`src/rtl/core/pel_pkg.sv`:
```
package pel_pkg;

  localparam int unsigned DefCapacity = 64;
  localparam int unsigned StartW      = 32;
  localparam int unsigned HandleW     = 16;

  typedef enum logic [1:0] {
    OpInsert  = 2'd0,
    OpDelete  = 2'd1,
    OpSearch  = 2'd2,
    OpSetText = 2'd3
  } op_e;

  typedef enum logic [1:0] {
    StatOk       = 2'd0,
    StatOutOfBnd = 2'd1,
    StatNotFound = 2'd2,
    StatFull     = 2'd3
  } status_e;

  typedef struct packed {
    logic               occ;
    logic [StartW-1:0]  start;
    logic [HandleW-1:0] type_h;
    logic [HandleW-1:0] text_h;
  } cell_data_t;

  typedef struct packed {
    op_e                op;
    logic               apply;
    logic               search;
    logic [StartW-1:0]  key;
    logic [HandleW-1:0] type_h;
    logic [HandleW-1:0] text_h;
  } cell_cmd_t;

endpackage

```
`src/rtl/core/pel_cell.sv`:
```
module pel_cell
  import pel_pkg::*;
#(
  parameter int unsigned Idx   = 0,
  parameter int unsigned SlotW = 6
) (
  input  logic             clk_i,
  input  logic             rst_ni,
  input  cell_cmd_t        cmd_i,
  input  logic [SlotW-1:0] slot_i,
  input  cell_data_t       left_i,
  input  cell_data_t       right_i,
  output cell_data_t       data_o,
  output logic             match_o
);

  logic               occ_q, occ_d;
  logic [StartW-1:0]  start_q, start_d;
  logic [HandleW-1:0] type_q, type_d;
  logic [HandleW-1:0] text_q, text_d;
  logic               match_q;
  logic               here, past;

  assign here = (slot_i == SlotW'(Idx));
  assign past = (slot_i < SlotW'(Idx));

  always_comb begin
    occ_d   = occ_q;
    start_d = start_q;
    type_d  = type_q;
    text_d  = text_q;
    if (cmd_i.apply) begin
      case (cmd_i.op)
        OpInsert: begin
          if (here) begin
            occ_d   = 1'b1;
            start_d = cmd_i.key;
            type_d  = cmd_i.type_h;
            text_d  = '0;
          end else if (past) begin
            occ_d   = left_i.occ;
            start_d = left_i.start;
            type_d  = left_i.type_h;
            text_d  = left_i.text_h;
          end
        end
        OpDelete: begin
          if (here || past) begin
            occ_d   = right_i.occ;
            start_d = right_i.start;
            type_d  = right_i.type_h;
            text_d  = right_i.text_h;
          end
        end
        OpSetText: begin
          if (here) begin
            text_d = cmd_i.text_h;
          end
        end
        default: begin
        end
      endcase
    end
  end

  always_ff @(posedge clk_i or negedge rst_ni) begin
    if (!rst_ni) begin
      occ_q   <= 1'b0;
      match_q <= 1'b0;
    end else begin
      occ_q <= occ_d;
      if (cmd_i.search) begin
        match_q <= occ_q && (start_q == cmd_i.key);
      end
    end
  end

  always_ff @(posedge clk_i) begin
    start_q <= start_d;
    type_q  <= type_d;
    text_q  <= text_d;
  end

  assign data_o  = '{occ: occ_q, start: start_q, type_h: type_q, text_h: text_q};
  assign match_o = match_q;

endmodule

```
`config.mk`:
```
export PLATFORM = sky130hd
export DESIGN_NAME = pel_cell
export DESIGN_NICKNAME = d
export VERILOG_FILES = /design/src/rtl/core/pel_pkg.sv /design/src/rtl/core/pel_cell.sv
export SDC_FILE = /design/constraint.sdc
export NUM_CORES = 1
export LEC_CHECK = 0
export BUFFER_PORTS_ARGS = -buffer_cell sky130_fd_sc_hd__buf_2
export CAP_MARGIN = 20
export CORE_MARGIN = 10
export CORE_UTILIZATION = 39
export CTS_CLUSTER_DIAMETER = 60
export CTS_CLUSTER_SIZE = 10
export DETAILED_ROUTE_END_ITERATION = 10
export PLACE_DENSITY = 0.8
export SYNTH_ARGS = -nofsm -noshare
export SYNTH_HDL_FRONTEND = slang
export SYNTH_SLANG_ARGS = --single-unit
```
`constraint.sdc`:
```
create_clock -name clk_i -period 1.65 [get_ports clk_i]
set_input_delay 0.0825 -clock clk_i [delete_from_list [all_inputs] [get_ports clk_i]]
set_output_delay 0.0825 -clock clk_i [all_outputs]
set_load 0.05 [all_outputs]
```
# After elaboration in Yosys (flattened, before gate mapping)

Cells that the tools add are included.

RAM bits: 0
Bits in latches: 0
Bits in registers: 66
Memories kept: 0
Input bits: 206
Logic and storage cells: 37
Bits in read-only memories: 0
Output and inout port bits: 66

Shifts and indexed selects: 0
Muxes and demuxes: 17
$mul: 0
$add $sub $neg: 0
$lt $le $gt $ge: 1
Reductions and logical operators: 8
Bitwise gates (word level): 0
Equal/unequal tests: 6
Div/mod/pow operators: 0

Operators by type and width:

| kind                                                                  | count |
|---|---|
| 16-bit two-way mux                                                    | 7 |
| 32-bit two-way mux                                                    | 3 |
| 32-bit case mux with 2 select lines                                   | 1 |
| 16-bit case mux with 3 select lines                                   | 1 |
| 32-bit equality test                                                  | 1 |
| 16-bit case mux with 2 select lines                                   | 1 |
| 6-bit logical NOT                                                     | 1 |
| 6-bit by 1-bit < comparator with 1-bit output, second input constant  | 1 |
| 5-bit AND reduction                                                   | 1 |
| 2-bit != test, second input constant                                  | 2 |
| 4-bit AND reduction                                                   | 1 |
| 1-bit two-way mux                                                     | 3 |
| 3-bit != test, second input constant                                  | 1 |
| 3-bit nonzero test                                                    | 1 |
| 2-bit by 1-bit equality test with 1-bit output, second input constant | 1 |
| 2-bit equality test, second input constant                            | 1 |
| 2-bit logical NOT                                                     | 1 |
| 1-bit case mux with 2 select lines                                    | 1 |
| 2-bit nonzero test                                                    | 1 |
| 1-bit logical AND                                                     | 1 |
| 1-bit logical OR                                                      | 1 |

# Depth between registers and ports, before layout

Depth after elaboration: 4
Gate-level depth with buffers: 5
Mapped depth without buffers: 4

# Worst setup path after synthesis

OpenSTA, ideal clock, no wires.

Path kind: input -> register
Start: input slot_i[2]
End: register occ_q
Setup slack: -1358 ps
Data required time: 1577 ps
Data arrival time: 2935 ps
Stages on the path: 4
Buffers on the path: 0
Setup time: 73 ps
Cell sequence: nor4b_1 nand2_1 nor2_1 o32a_1

Word-level cells in the longest chain between the ends: 4
Elaborated cells between the ends (all ways): 8
Classes of those cells: order compare: 1; eq/ne: 2; mux: 2; reduce/logical: 3

Ends and longest elaborated chain:

| element                                                                            | line                           | text |
|---|---|---|
| start: declaration                                                                 | pel_cell.sv:10                 | `input logic [SlotW-1:0] slot_i,` |
| 6-bit by 1-bit < comparator with 1-bit output or 6-bit logical NOT (tied branches) | pel_cell.sv:25, pel_cell.sv:24 |  |
| 1-bit logical OR                                                                   | pel_cell.sv:48                 | `if (here \|\| past) begin` |
| 2-bit != test (no source line)                                                     | n/a                            |  |
| 4-bit AND reduction (no source line)                                               | n/a                            |  |
| end signal: assignment                                                             | pel_cell.sv:68                 | `occ_q <= 1'b0;` |
| end signal: assignment                                                             | pel_cell.sv:71                 | `occ_q <= occ_d;` |
| end: declaration                                                                   | pel_cell.sv:17                 | `logic occ_q, occ_d;` |

Several ways; a longest one is shown, not always the timed one.
A chain may end at the register's enable or synchronous reset.

# Final worst setup path

Start: register start_q[25]
End: register match_q, in the netlist match_o

Word-level cells in the longest chain between the ends: 2

Ends and longest elaborated chain:

| element                  | line           | text |
|---|---|---|
| start: declaration       | pel_cell.sv:18 | `logic [StartW-1:0] start_q, start_d;` |
| start signal: assignment | pel_cell.sv:79 | `start_q <= start_d;` |
| 32-bit equality test     | pel_cell.sv:73 | `match_q <= occ_q && (start_q == cmd_i.key);` |
| 1-bit logical AND        | pel_cell.sv:73 |  |
| end signal: assignment   | pel_cell.sv:73 |  |
| end: declaration         | pel_cell.sv:21 | `logic match_q;` |

No other way between the ends.

==> run metrics <==
Vias/cell=about 4.7; setup violators final=0; switching pwr=~800 uW; global-route wire length before repair=about 15000 um; Rel. slew slack=0.7683; Sum Neg Setup Slack=0 ns; H-tree depth=3; antenna fix cells=0; Critical Path Max Stage Delay=0.55 ns; sequential group share of total power=0.475; I/O Pins=272; post-synthesis sequential area ratio=0.6156; Reg clk slew, reported paths=~0.07 ns; GR Overflow Total=0; worst r2r dst=match_o; Mapped Area=approximately 3200 um^2; internal power=3.117 mW; outcome=complete, no violations; RR Startpoint=start_q[25]; setup bufs post-CTS=0; Distinct cells, synth=24; clock skew after layout=about 0.0082 ns; port bufs=slightly above 200; drc violations=0; Post-Syn Instances=between 200 and 250; initial drt markers=70; die height=~110 um; commonest cells after routing, fill and taps aside=buf_2 (206), edfxtp_1 (64), mux2_2 (48); Min Hold Slack=between 0.04 and 0.05 ns; Req. time, crit path=between 1.5 and 2 ns; worst hold path class=in -> reg; hold path depth=3; Tmin final=about 1.5 ns; post-layout util=0.5961; CTS Sinks=66; Fmax achieved=649.0 MHz; initial antenna violation count=0; drt wl/cell=roughly 18 um; layout cells sized above 1=0.6566; HPWL after detailed placement=approximately 8000 um; clock root cell=clkbuf_8; Die Area=12240 um^2; Worst Hold Launch=cmd_i[64]; clock buffer count from CTS=9; syn_nets=about 420; Fin. Hold Viols=0; nets=~630; GRT Util Overall=0.1481; total iterations of the first detailed-routing run=4; Final period util=0.9338; cells along the critical path=xnor2_1, nand4_1, or4_4, o31ai_2; Sw Ratio=0.2049; clock latency on the worst-skew pair=0.32 ns; maximum vdd ir drop=between 0.5 and 0.6 mV; YS warnings=0; Starting Density=0.4082; vias in the first global route=slightly below 3000; CP Class=reg -> reg; Syn-to-layout area delta=46.05%; CP endpoint kind=register; Reg2Reg Depth=4; total power=approximately 3.9 mW; largest net degree at the start of global routing=50; crit start category=register; number of synthesized register bits=66; sink of the worst hold path=match_o; die width=roughly 110 um; CTS tree=done; drt total wl=approximately 9500 um; synthesized area per cell=about 15 um^2; RSZ-0062 raised after global routing=no; Crit Path Max Fanout=2; critical path data arrival time=1.78 ns; Clock power frac=0.403; Slowest-stage cell, CP=or4_4; reg-to-reg slack, setup=between 0.1 and 0.15 ns; commonest non-fill, non-tap cell in the layout=buf_2; gpl congestion=just over 0.8; DRT antenna net count=0; placed inst area=approximately 4400 um^2; Core Area=just under 8000 um^2; Rows=32; Slew @ Worst Pin=around 0.34 ns; fillers=648; leakage=~2 nW; Comb power frac=0.121; vias=2507; Slew Viols, Final=0; PD cells=roughly 840 nW/um^2; CTS Buffer Depth=2; final instance area=approximately 4700 um^2; Maximum Capacitance Violations=0
## area by class of cell
class / instances / area [um^2] / area share
Timing Repair Buffer: 215 / 1129 / 0.2412
Clock buffer: 9 / 123.9 / 0.02648
Clock inverter: 7 / 107.6 / 0.02300
Tap cell: 102 / 127.6 / 0.02728
Multi-Input combinational cell: 132 / 1211 / 0.2589
Sequential cell: 66 / 1972 / 0.4215
Inverter: 2 / 7.507 / 0.001605
## flip-flops by register name, summed over array words and instances, names as in the netlist
signal and flops:
text_q 16, match_o 1, type_q 16, start_q 32
occ_q 1
## power groups by stage
| stage | registers, mW | clock network (mW) | logic [mW] |
|---|---|---|---|
| 2_1_floorplan | 1.92 | 0 | 0.230 |
| 3_3_place_gp | 1.90 | 0 | 0.459 |
| 3_5_place_dp | 1.90 | 0 | 0.477 |
| 4_1_cts | 1.86 | 1.63 | 0.482 |
| 5_1_grt | 1.86 | 1.69 | 0.523 |
| 6_report | 1.86 | 1.58 | 0.476 |
## cells in the mapped netlist
master | count | area, um^2
nand3_1 | 2 | 10.01
inv_2 | 1 | 3.750
buf_2 | 4 | 20.02
buf_4 | 4 | 30.03
nand2b_1 | 1 | 6.260
nand2_1 | 1 | 3.750
or4_1 | 1 | 7.510
xnor2_1 | 16 | 140.1
dfrtp_1 | 2 | 50.05
o32a_1 | 1 | 10.01
nor4b_1 | 1 | 8.760
nor2_1 | 17 | 63.81
a21oi_1 | 1 | 5.000
mux2_2 | 48 | 540.5
nor3_1 | 1 | 5.000
mux2i_1 | 16 | 160.2
nand4_1 | 4 | 25.02
buf_1 | 1 | 3.750
nor4_1 | 4 | 25.02
edfxtp_1 | 64 | 1922
xor2_1 | 16 | 140.1
inv_1 | 1 | 3.750
o31ai_2 | 1 | 12.51
nor2_2 | 1 | 6.260
## timing repair
action                                 CTS  global route
resized for setup                        0             2
endpoints found under the hold margin    3             0
setup endpoints to repair                0             1
hold buffers                             2             0
## cells by family (layout without fill, tap and decap cells)
logic type	after synthesis	after routing	synth area share
buffers and inverters	11	233	0.01914
AND/OR/NAND/NOR	33	33	0.05039
flip-flops	66	66	0.6156
multiplexers	64	64	0.2187
XOR/XNOR	32	32	0.08750
AO/OA/AOI/OAI	3	3	0.008592
## how the worst max path moves through the flow
stage / start / end / slack, ns / cells past startpoint
6_report: start_q[25] / match_o / 0.11 / 4
5_1_grt: start_q[28] / match_o / 0.004 / 5
4_1_cts: start_q[28] / match_o / 0.03 / 5
3_5_place_dp: start_q[28] / match_o / 0.06 / 5
3_3_place_gp: start_q[28] / match_o / 0.06 / 5
2_1_floorplan: start_q[22] / match_o / -0.04 / 4
## metal layers
layer  routed length [um]  global-route usage  part of all wire  up-vias
met2                 4771              0.2602              0.50      132
met3                 1201             0.08536              0.13       10
li1                     -                   -                 -     1218
met4                  125             0.05440             0.013        0
met1                 3369              0.1396              0.36     1147
met5                    0                   0                 0        -
## through the flow
| stage | std cells | worst slack, ns |
|---|---|---|
| global placement | 515 | 0.05694 |
| global route | 533 | 0.004342 |
| floorplan | 209 | -0.04237 |
| finish | 533 | 0.1092 |
| CTS | 533 | 0.02890 |
| detailed placement | 515 | 0.06449 |
## critical path: cells and delay by family (launching register included)
kind            cells  cell delay (ns)
simple gates        2             0.68
compound gates      1             0.18
flops               1             0.41
xor+xnor            1             0.18
No activity file was read; power rests on OpenSTA's default activity.
