--- src/rtl/core/pel_pkg.sv ---
package pel_pkg;

  localparam int unsigned DefCapacity = 64;
  localparam int unsigned StartW      = 32;
  localparam int unsigned HandleW     = 16;

  typedef enum logic [1:0] {
    OpInsert  = 2'd0,
    OpDelete  = 2'd1,
    OpSearch  = 2'd2,
    OpSetText = 2'd3
  } op_e;

  typedef enum logic [1:0] {
    StatOk       = 2'd0,
    StatOutOfBnd = 2'd1,
    StatNotFound = 2'd2,
    StatFull     = 2'd3
  } status_e;

  typedef struct packed {
    logic               occ;
    logic [StartW-1:0]  start;
    logic [HandleW-1:0] type_h;
    logic [HandleW-1:0] text_h;
  } cell_data_t;

  typedef struct packed {
    op_e                op;
    logic               apply;
    logic               search;
    logic [StartW-1:0]  key;
    logic [HandleW-1:0] type_h;
    logic [HandleW-1:0] text_h;
  } cell_cmd_t;

endpackage

--- src/rtl/core/pel_first_match.sv ---
module pel_first_match
  import pel_pkg::*;
#(
  parameter int unsigned Capacity = DefCapacity,
  parameter int unsigned CntW     = $clog2(DefCapacity + 1)
) (
  input  logic                clk_i,
  input  logic                rst_ni,
  input  logic                load_i,
  input  logic [Capacity-1:0] match_i,
  output logic [CntW-1:0]     found_o
);

  logic [Capacity-1:0] onehot_q, onehot_d;

  // The lowest set bit is isolated by a single two's-complement add.
  assign onehot_d = match_i & (~match_i + Capacity'(1));

  always_ff @(posedge clk_i or negedge rst_ni) begin
    if (!rst_ni) begin
      onehot_q <= '0;
    end else if (load_i) begin
      onehot_q <= onehot_d;
    end
  end

  always_comb begin
    found_o = '0;
    for (int unsigned i = 0; i < Capacity; i++) begin
      if (onehot_q[i]) begin
        found_o = found_o | CntW'(i + 1);
      end
    end
  end

  a_onehot: assert property (@(posedge clk_i) disable iff (!rst_ni) $onehot0(onehot_q))
    else $error("First-match vector holds more than one bit.");

endmodule

--- config.mk ---
export PLATFORM = sky130hd
export DESIGN_NAME = pel_first_match
export DESIGN_NICKNAME = d
export VERILOG_FILES = /design/src/rtl/core/pel_pkg.sv /design/src/rtl/core/pel_first_match.sv
export SDC_FILE = /design/constraint.sdc
export NUM_CORES = 1
export LEC_CHECK = 0
export BUFFER_PORTS_ARGS = -buffer_cell sky130_fd_sc_hd__clkbuf_2
export CORE_AREA = 10 10 98 121
export CTS_BUF_LIST = sky130_fd_sc_hd__clkbuf_8
export CTS_CLUSTER_SIZE = 30
export DETAILED_ROUTE_END_ITERATION = 16
export DIE_AREA = 0 0 108 131
export GPL_ROUTABILITY_DRIVEN = 0
export PLACE_DENSITY = 0.51
export SLEW_MARGIN = 20
export SYNTH_ARGS = -nofsm -noshare
export SYNTH_HDL_FRONTEND = slang
export SYNTH_SLANG_ARGS = --single-unit
--- constraint.sdc ---
create_clock -name clk_i -period 5.23 [get_ports clk_i]
set_clock_uncertainty 0.15 [all_clocks]
set_input_delay 1.046 -clock clk_i [delete_from_list [all_inputs] [get_ports clk_i]]
set_output_delay 1.046 -clock clk_i [all_outputs]
set_load 0.01 [all_outputs]
Word-level counts from Yosys, hierarchy flattened. Cells that the tools add are included.

$add $sub $neg: 1. Mux-type cells: 64. Bitwise gates (word level): 2.

Operators by type and width (count): $mux 6 (32); $mux 5 (16); $add 64x1->64 const B (1); $and 64x64->64 (1); $not 64->64 (1); $mux 4 (8); $mux 3 (4); $mux 7 (1); $mux 2 (2); $mux 1 (1).

Register bits: 64. Input bits: 67. Output and inout port bits: 7. Word-level logic and storage cells: 68.

Longest topological paths before layout. Gate-level depths: netlist of the first run.

Depth in word-level cells: 64. Mapped depth: 7. Depth with buffers taken out: 5.

Worst setup path before layout of the first run. Ideal clock, no wire load.

Kind: input port to flip-flop. Start: input match_i[2]. End: register onehot_q[38]. Library setup time: 0.078 ns. Arrival time: 2.915 ns. Data required time: 5.002 ns. Path slack: 2.087 ns. Stages: 6. Path buffers: 1. Cells stage by stage: or4_4 or3_1 buf_6 nor4b_4 or4b_4 o2bb2ai_1.

Longest elaborated chain between the ends: 3.

Ends and longest elaborated chain: start: declaration (RTL line pel_first_match.sv:10) `input logic [Capacity-1:0] match_i,`; $not 64->64 (RTL line pel_first_match.sv:17) `assign onehot_d = match_i & (~match_i + Capacity'(1));`; $add 64x1->64 (RTL line pel_first_match.sv:17); $and 64x64->64 (RTL line pel_first_match.sv:17); end signal: assignment (RTL line pel_first_match.sv:23) `onehot_q <= onehot_d;`; end: declaration (RTL line pel_first_match.sv:14) `logic [Capacity-1:0] onehot_q, onehot_d;`.

Every way passes these cells. A chain may end at the register's enable or synchronous reset.

Worst setup path in the final report of the first run.
Start: register onehot_q[22]. End: output found_o[1].

Longest elaborated chain between the ends: 42.

Ends and longest elaborated chain: $mux 5 (9 in a row) (RTL line pel_first_match.sv:30) `if (onehot_q[i]) begin`; $mux 6 (32 in a row) (RTL line pel_first_match.sv:30); $mux 7 (RTL line pel_first_match.sv:30); end: declaration (RTL line pel_first_match.sv:11) `output logic [CntW-1:0] found_o`.

Every way passes these cells.

==> impl_metrics.ini, run 1 <==
[status]
status = complete, no violations

[global_route]
grt.busiest_layer = met2
grt_pass1_vias = 3107
antenna_found_initial = 0
grt_max_degree = 36
use_met2_pct = 26.3
grt.overflow.total = 0
grt_first_pass_wirelength_um = 17000
grt_util_met1_pct = 19.2
grt.total_usage_pct = 15.5
gr-usage-met3_pct = 3.82

[flow_run]
cap_viol_max_count = 0

[pwr]
swShare_pct = 23.8
p_clk_share_pct = 43.9
power_density_mw_per_mm2 = 268
seq_power_share_pct = 47.1
p_sw_uw = 252
p_leak_nw = 1.85
power_frac_comb_pct = 9.0
ir_drop_mv = 0.129
p_int_uw = 808

[logic_synthesis]
mappedNetlistArea_mm2 = 0.00324
synthCells = 322
ys_warn_count = 0
ys_dominant_reg_cell = dfrtp_1
yosysUniqueCellTypes = 41
synth_top_cell_by_area = dfrtp_1
synth.yosys.seq_area_share_pct = 49.4
ys_top_cells_by_area = dfrtp_1, o2bb2ai_1, nor4_1, nand2_1, or4_1
synth-seq-cells = 64
synth_nets = 389
synth_edf_count = 0
yosysTopAreaCellShare_pct = 49.4
postSynthAreaPerCell_um2 = 10.1
synthArstFlopShare_pct = 100

[sta]
worst_pin_slew_ps = 770
hold_viol = 0
finalSetupViolations = 0
fin_crit_ps = 3390
max_freq_mhz = 295
finalCritPeriodShare_pct = 64.9
tns_ps = 0
rsz0062_at_grt = false
slew_headroom_pct = 48.7
drv_slew = 0

[placed_design]
dp_cells = 514
placed_cell_area_mm2 = 0.00374
hpwl_um = 8390
port_buffers = 73

[finish]
finalNonFillerCells = 530
drive_above_1_share_pct = 25.0
top_register = onehot_q
largest_registers = onehot_q (64)
num-nets-final = 466
n_fill_cell = 951
antennaDiodeCount = 0
final_area_mm2 = 0.00396
largest_register_ffs = 64
area_growth_pct = 22.1

[min_path]
min_path_cells = 1
hold_path_class = register to register

[floorplanning]
die_h_um = 131
start_util_pct = 33.9
num_rows = 40
die_area_mm2 = 0.0141
boundaryPins = 74
die_x_um = 108
core_mm2 = 0.00956

[setup_path]
cp-end-kind = output pin
start_kind = register
worst_ep_arrival_time_ps = 2200
reg2regPathDepth = 2
path_class = register to output pin
worstPathMaxFanout = 3
required_ps = 4030

[clocking]
cts-resized-gates = 0
cts_tree = done
path_clk_slew_ps = 70
clockRootBuffer = clkbuf_8
post_cts_buffers = 0
clock_latency_ps = 340
clockBufferDepth = 2
cts.sinks = 64
ctsHoldBuffers = 0
numCtsBuffers = 9
htreeDepth = 3

[detailed_routing]
first_iter_violations = 138
viasPerCell = 5.47
drc_errors = 0
wire_per_inst_um = 19.9
routed_wl_um = 10500
ant_nets = 0
vias = 2898
firstDrtPassIters = 4
-- per-layer routing --
metal  share of wire [%]  wire length [um]
met1                  42              4470
met2                  51              5360
met5                   0                 0
met3                 5.6               590
met4                 1.0               110
-- worst paths after layout --
path | start | endpoint | slack [ps]
min in group asynchronous | rst_ni | onehot_q[29]$_DFFE_PN0P_ | 610
worst max register to register | onehot_q[9]$_DFFE_PN0P_ | onehot_q[9]$_DFFE_PN0P_ | 4210
max in group asynchronous | rst_ni | onehot_q[47]$_DFFE_PN0P_ | 3370
worst min register to register | onehot_q[8]$_DFFE_PN0P_ | onehot_q[8]$_DFFE_PN0P_ | 340
worst max-delay path | onehot_q[22]$_DFFE_PN0P_ | found_o[1] | 1840
worst min-delay path | onehot_q[8]$_DFFE_PN0P_ | onehot_q[8]$_DFFE_PN0P_ | 340
-- stage by stage --
| step | total power, mW | hold WS (ps) | worst slack [ps] | utilization (%) |
|---|---|---|---|---|
| global placement | 0.605 | 326 | 1580 | 39.2 |
| floorplan | 0.542 | 298 | 2090 | - |
| CTS | 1.07 | 343 | 1860 | 41.4 |
| detailed placement | 0.606 | 326 | 1510 | 39.2 |
| global route | 1.10 | 375 | 1570 | 41.4 |
| finish | 1.06 | 345 | 1840 | 41.4 |
-- synth_stat cells (2+ instances only) --
cell and n:
nand4b_1 4, nand2_1 33, o2bb2ai_1 35, a22o_1 8, nor3_1 17, o21ai_0 7
dfrtp_1 64, nand3_1 13, nor3b_1 3, nand3b_1 8, nor2b_1 3, a41o_1 2
buf_1 3, or3_1 6, or4_1 12, and3_1 3, nor4_1 22, o32ai_1 3
a32o_1 6, nor2_1 22, nand4_1 9, clkbuf_1 6, nor4b_4 2, inv_1 14
-- worst max-delay path, cell delays in order (launching register included) --
cell      delay (ps)
dfrtp_1          410
or4_1            550
nor2_1           140
nand3_1          100
nor4_1           310
nand4_1          180
clkbuf_2         170
-- power groups by stage --
stage	combinational (mW)	clock (mW)	sequential (mW)
after global placement	0.0967	0	0.509
after detailed placement	0.0972	0	0.509
after global routing	0.108	0.494	0.499
after CTS	0.0977	0.471	0.499
final	0.0954	0.466	0.499
after floorplan	0.0344	0	0.508
-- cell families (layout without fill, tap and decap cells) --
family	Yosys count	after routing	share of synthesized area [%]
DFF	64	64	49.4
and+or+nand+nor	167	167	30.2
buffers and inverters	27	109	3.51
muxes	1	1	0.347
AOI/OAI and AO/OA	63	63	16.5
-- layout make-up --
class / count / area, um2 / area share [%]
sequential: 64 / 1600 / 40.5
multi-input combinational: 231 / 1530 / 38.5
timing repair buffer: 78 / 403 / 10.2
tap: 126 / 158 / 3.98
clock buffer: 10 / 138 / 3.48
clock inverter: 6 / 76.3 / 1.93
inverter: 15 / 56.3 / 1.42
-- cells in the final DEF, fill, tap and decap left out, types with 2 or more instances in the layout --
cell and instances:
dfrtp_1 64, nand2_1 33, nor3b_1 3, clkbuf_8 10, nand3b_1 8, nor2b_1 3, and3_1 3, or4_1 12
buf_4 5, or3_1 6, nand4b_1 4, nand3_1 13, a41o_1 2, o2bb2ai_1 35, a32o_1 6, o32ai_1 3
nor3_1 17, o21ai_0 7, clkbuf_2 73, nand4_1 9, nor2_1 22, bufinv_16 2, inv_1 17, a22o_1 8
nor4_1 22, nor4b_4 2
No activity file was read; power rests on OpenSTA's default activity.
==> inputs of run 2 (changes only) <==
Settings changed: ABC_AREA set to 1, CORE_AREA 10 10 98 121 to 10 10 110 136, DIE_AREA 0 0 108 131 to 0 0 120 146, PLACE_DENSITY 0.51 to 0.49.
Clock period 5.23 ns to 3.15 ns, I/O delays scaled along.
==> run 2 against run 1 <==
Effect of this change: die area grew 24%; global-route usage grew 3.7 points; total power increased by 76%; via count rose by 61%; count of clock-buffer cells in the layout unchanged; largest cell class is now multi-input combinational cells.
==> impl_metrics.ini, run 2 <==
[detailed_routing]
dr_wl_met3_um = 1180
viasPerCell = 5.04
vias = 4656
firstDrtPassIters = 7
ant_nets = 0
first_iter_violations = 439
dr_wl_met2_um = 8040
wl_met1_um = 7050
drc_errors = 0
routed_wl_um = 16600
wire_per_inst_um = 18.0
top_layer_used = met4

[logic_synthesis]
synthXorXnorAreaFrac_pct = 0
postSynthAreaPerCell_um2 = 6.25
synthCells = 677
ys_top_cells_by_area = dfrtp_1, nand2_1, nor2_1, nand3_1, inv_1
yosysUniqueCellTypes = 25
synth_top_cell_by_area = dfrtp_1
synthArstFlopShare_pct = 100
mappedNetlistArea_mm2 = 0.00423
synth-compound-area-share_pct = 2.40
synth_top_family_by_area = simple AND/OR/NAND/NOR gates
synth_adder_area_share_pct = 0
synth.yosys.seq_area_share_pct = 37.9
synthTopCellsByCount = nand2_1, nor2_1, dfrtp_1, nand3_1, inv_1
synth-seq-cells = 64
synth_edf_count = 0
yosys.cell_count.top_type = nand2_1
synth_simple_gate_area_share_pct = 53.5
ys_dominant_reg_cell = dfrtp_1
yosysTopAreaCellShare_pct = 37.9
synthMuxAreaShare_pct = 0
synth_nets = 744
ys_warn_count = 0

[sta]
rsz0062_at_grt = false
tns_ps = 0
hold_ws_ps = 126
fin_crit_ps = 2470
setup_ws_ps = 676
worst_pin_slew_ps = 673
drv_slew = 0
max_freq_mhz = 404
hold_viol = 0
finalSetupViolations = 0
slew_headroom_pct = 54.8
finalCritPeriodShare_pct = 78.5

[pwr]
ir_drop_mv = 0.162
power_density_mw_per_mm2 = 372
p_leak_nw = 2.66

[setup_path]
cp-end-kind = output pin
worstPathBufferInverterCount = 1
required_ps = 2370
cpMostUsedCell = nand2_1
cpMaxStageDelayCell = dfrtp_1
worstPathMaxFanout = 3
r2r_slack_ps = 2260
reg2regPathDepth = 1
start_kind = register
critPathMaxStageDelay_ps = 400
path_class = register to output pin
worst_ep_arrival_time_ps = 1690
r2r-end = onehot_q[1]$_DFFE_PN0P_
crit_chain = or2_2, nor3_1, nand2_1, nor2_1, nand2_1, clkbuf_2
rr_startpoint = onehot_q[1]$_DFFE_PN0P_
cpLargestDelayFamily = simple AND/OR/NAND/NOR gates

[floorplanning]
core_mm2 = 0.0125
die_h_um = 146
start_util_pct = 33.9
die_area_mm2 = 0.0175
boundaryPins = 74
num_rows = 46
die_x_um = 120

[clocking]
cts.sinks = 64
post_cts_buffers = 0
cts-resized-gates = 0
ctsHoldBuffers = 0
path_clk_slew_ps = 70
cts_tree = done
numCtsBuffers = 9
clockBufferDepth = 2
htreeDepth = 3
clock_latency_ps = 350
clockRootBuffer = clkbuf_8

[finish]
final_common_cell = nand2_1
final_area_mm2 = 0.00500
layout_common_cells = nand2_1, nor2_1, clkbuf_2
antennaDiodeCount = 0
largest_registers = onehot_q (64)
num-nets-final = 818
area_growth_pct = 18.3
top_register = onehot_q
largest_register_ffs = 64
drive_above_1_share_pct = 16.4

[global_route]
grt_pass1_vias = 4796
antenna_found_initial = 0
grt_first_pass_wirelength_um = 26200
grt.overflow.total = 0
grt.total_usage_pct = 19.2
grt_max_degree = 63

[placed_design]
place_ws_ps = 930
placed_cell_area_mm2 = 0.00478
hpwl_um = 13600
port_buffers = 73

[flow_run]
cap_viol_max_count = 0

[min_path]
hold_path_class = input port to async pin

[status]
status = complete, no violations
==> run 2: power by group <==
group          switching [mW]  leakage, nW  internal [mW]
clock network           0.352        0.110          0.463
registers             0.00445        0.890          0.825
logic                   0.150         1.66         0.0684
==> run 2: worst max path at each step <==
stage	from	endpoint	slack [ps]	cells after the start
2_1_floorplan	onehot_q[36]$_DFFE_PN0P_	found_o[0]	1300	5
3_3_place_gp	load_i	onehot_q[48]$_DFFE_PN0P_	920	6
3_5_place_dp	load_i	onehot_q[48]$_DFFE_PN0P_	930	6
4_1_cts	onehot_q[38]$_DFFE_PN0P_	found_o[0]	660	6
5_1_grt	onehot_q[38]$_DFFE_PN0P_	found_o[0]	570	6
6_report	onehot_q[38]$_DFFE_PN0P_	found_o[0]	680	6
==> run 2: metal layers <==
| layer | track usage [%] | up-vias |
|---|---|---|
| met1 | 23.7 | 2144 |
| li1 | - | 2289 |
| met2 | 32.4 | 199 |
| met3 | 4.66 | 24 |
| met4 | 5.44 | 0 |
| met5 | 0 | - |
==> run 2: layout make-up <==
type / count / area [um2]
tap: 168 / 210
timing repair buffer: 77 / 408
fill: 1433 / 7480
clock inverter: 6 / 83.8
multi-input combinational: 546 / 2360
sequential: 64 / 1600
inverter: 53 / 199
clock buffer: 10 / 138
==> run 2: metrics by stage <==
step / utilization [%] / power, mW / instances
5_1_grt: 40.1 / 1.93 / 924
2_1_floorplan: - / 0.942 / 677
4_1_cts: 40.1 / 1.87 / 924
3_3_place_gp: 38.3 / 1.07 / 908
6_report: 40.1 / 1.86 / 924
3_5_place_dp: 38.3 / 1.06 / 908
==> run 2: kinds of logic after synthesis <==
group,Yosys count
AND/OR/NAND/NOR,528
flip-flops,64
AO/OA/AOI/OAI,18
buffers and inverters,67
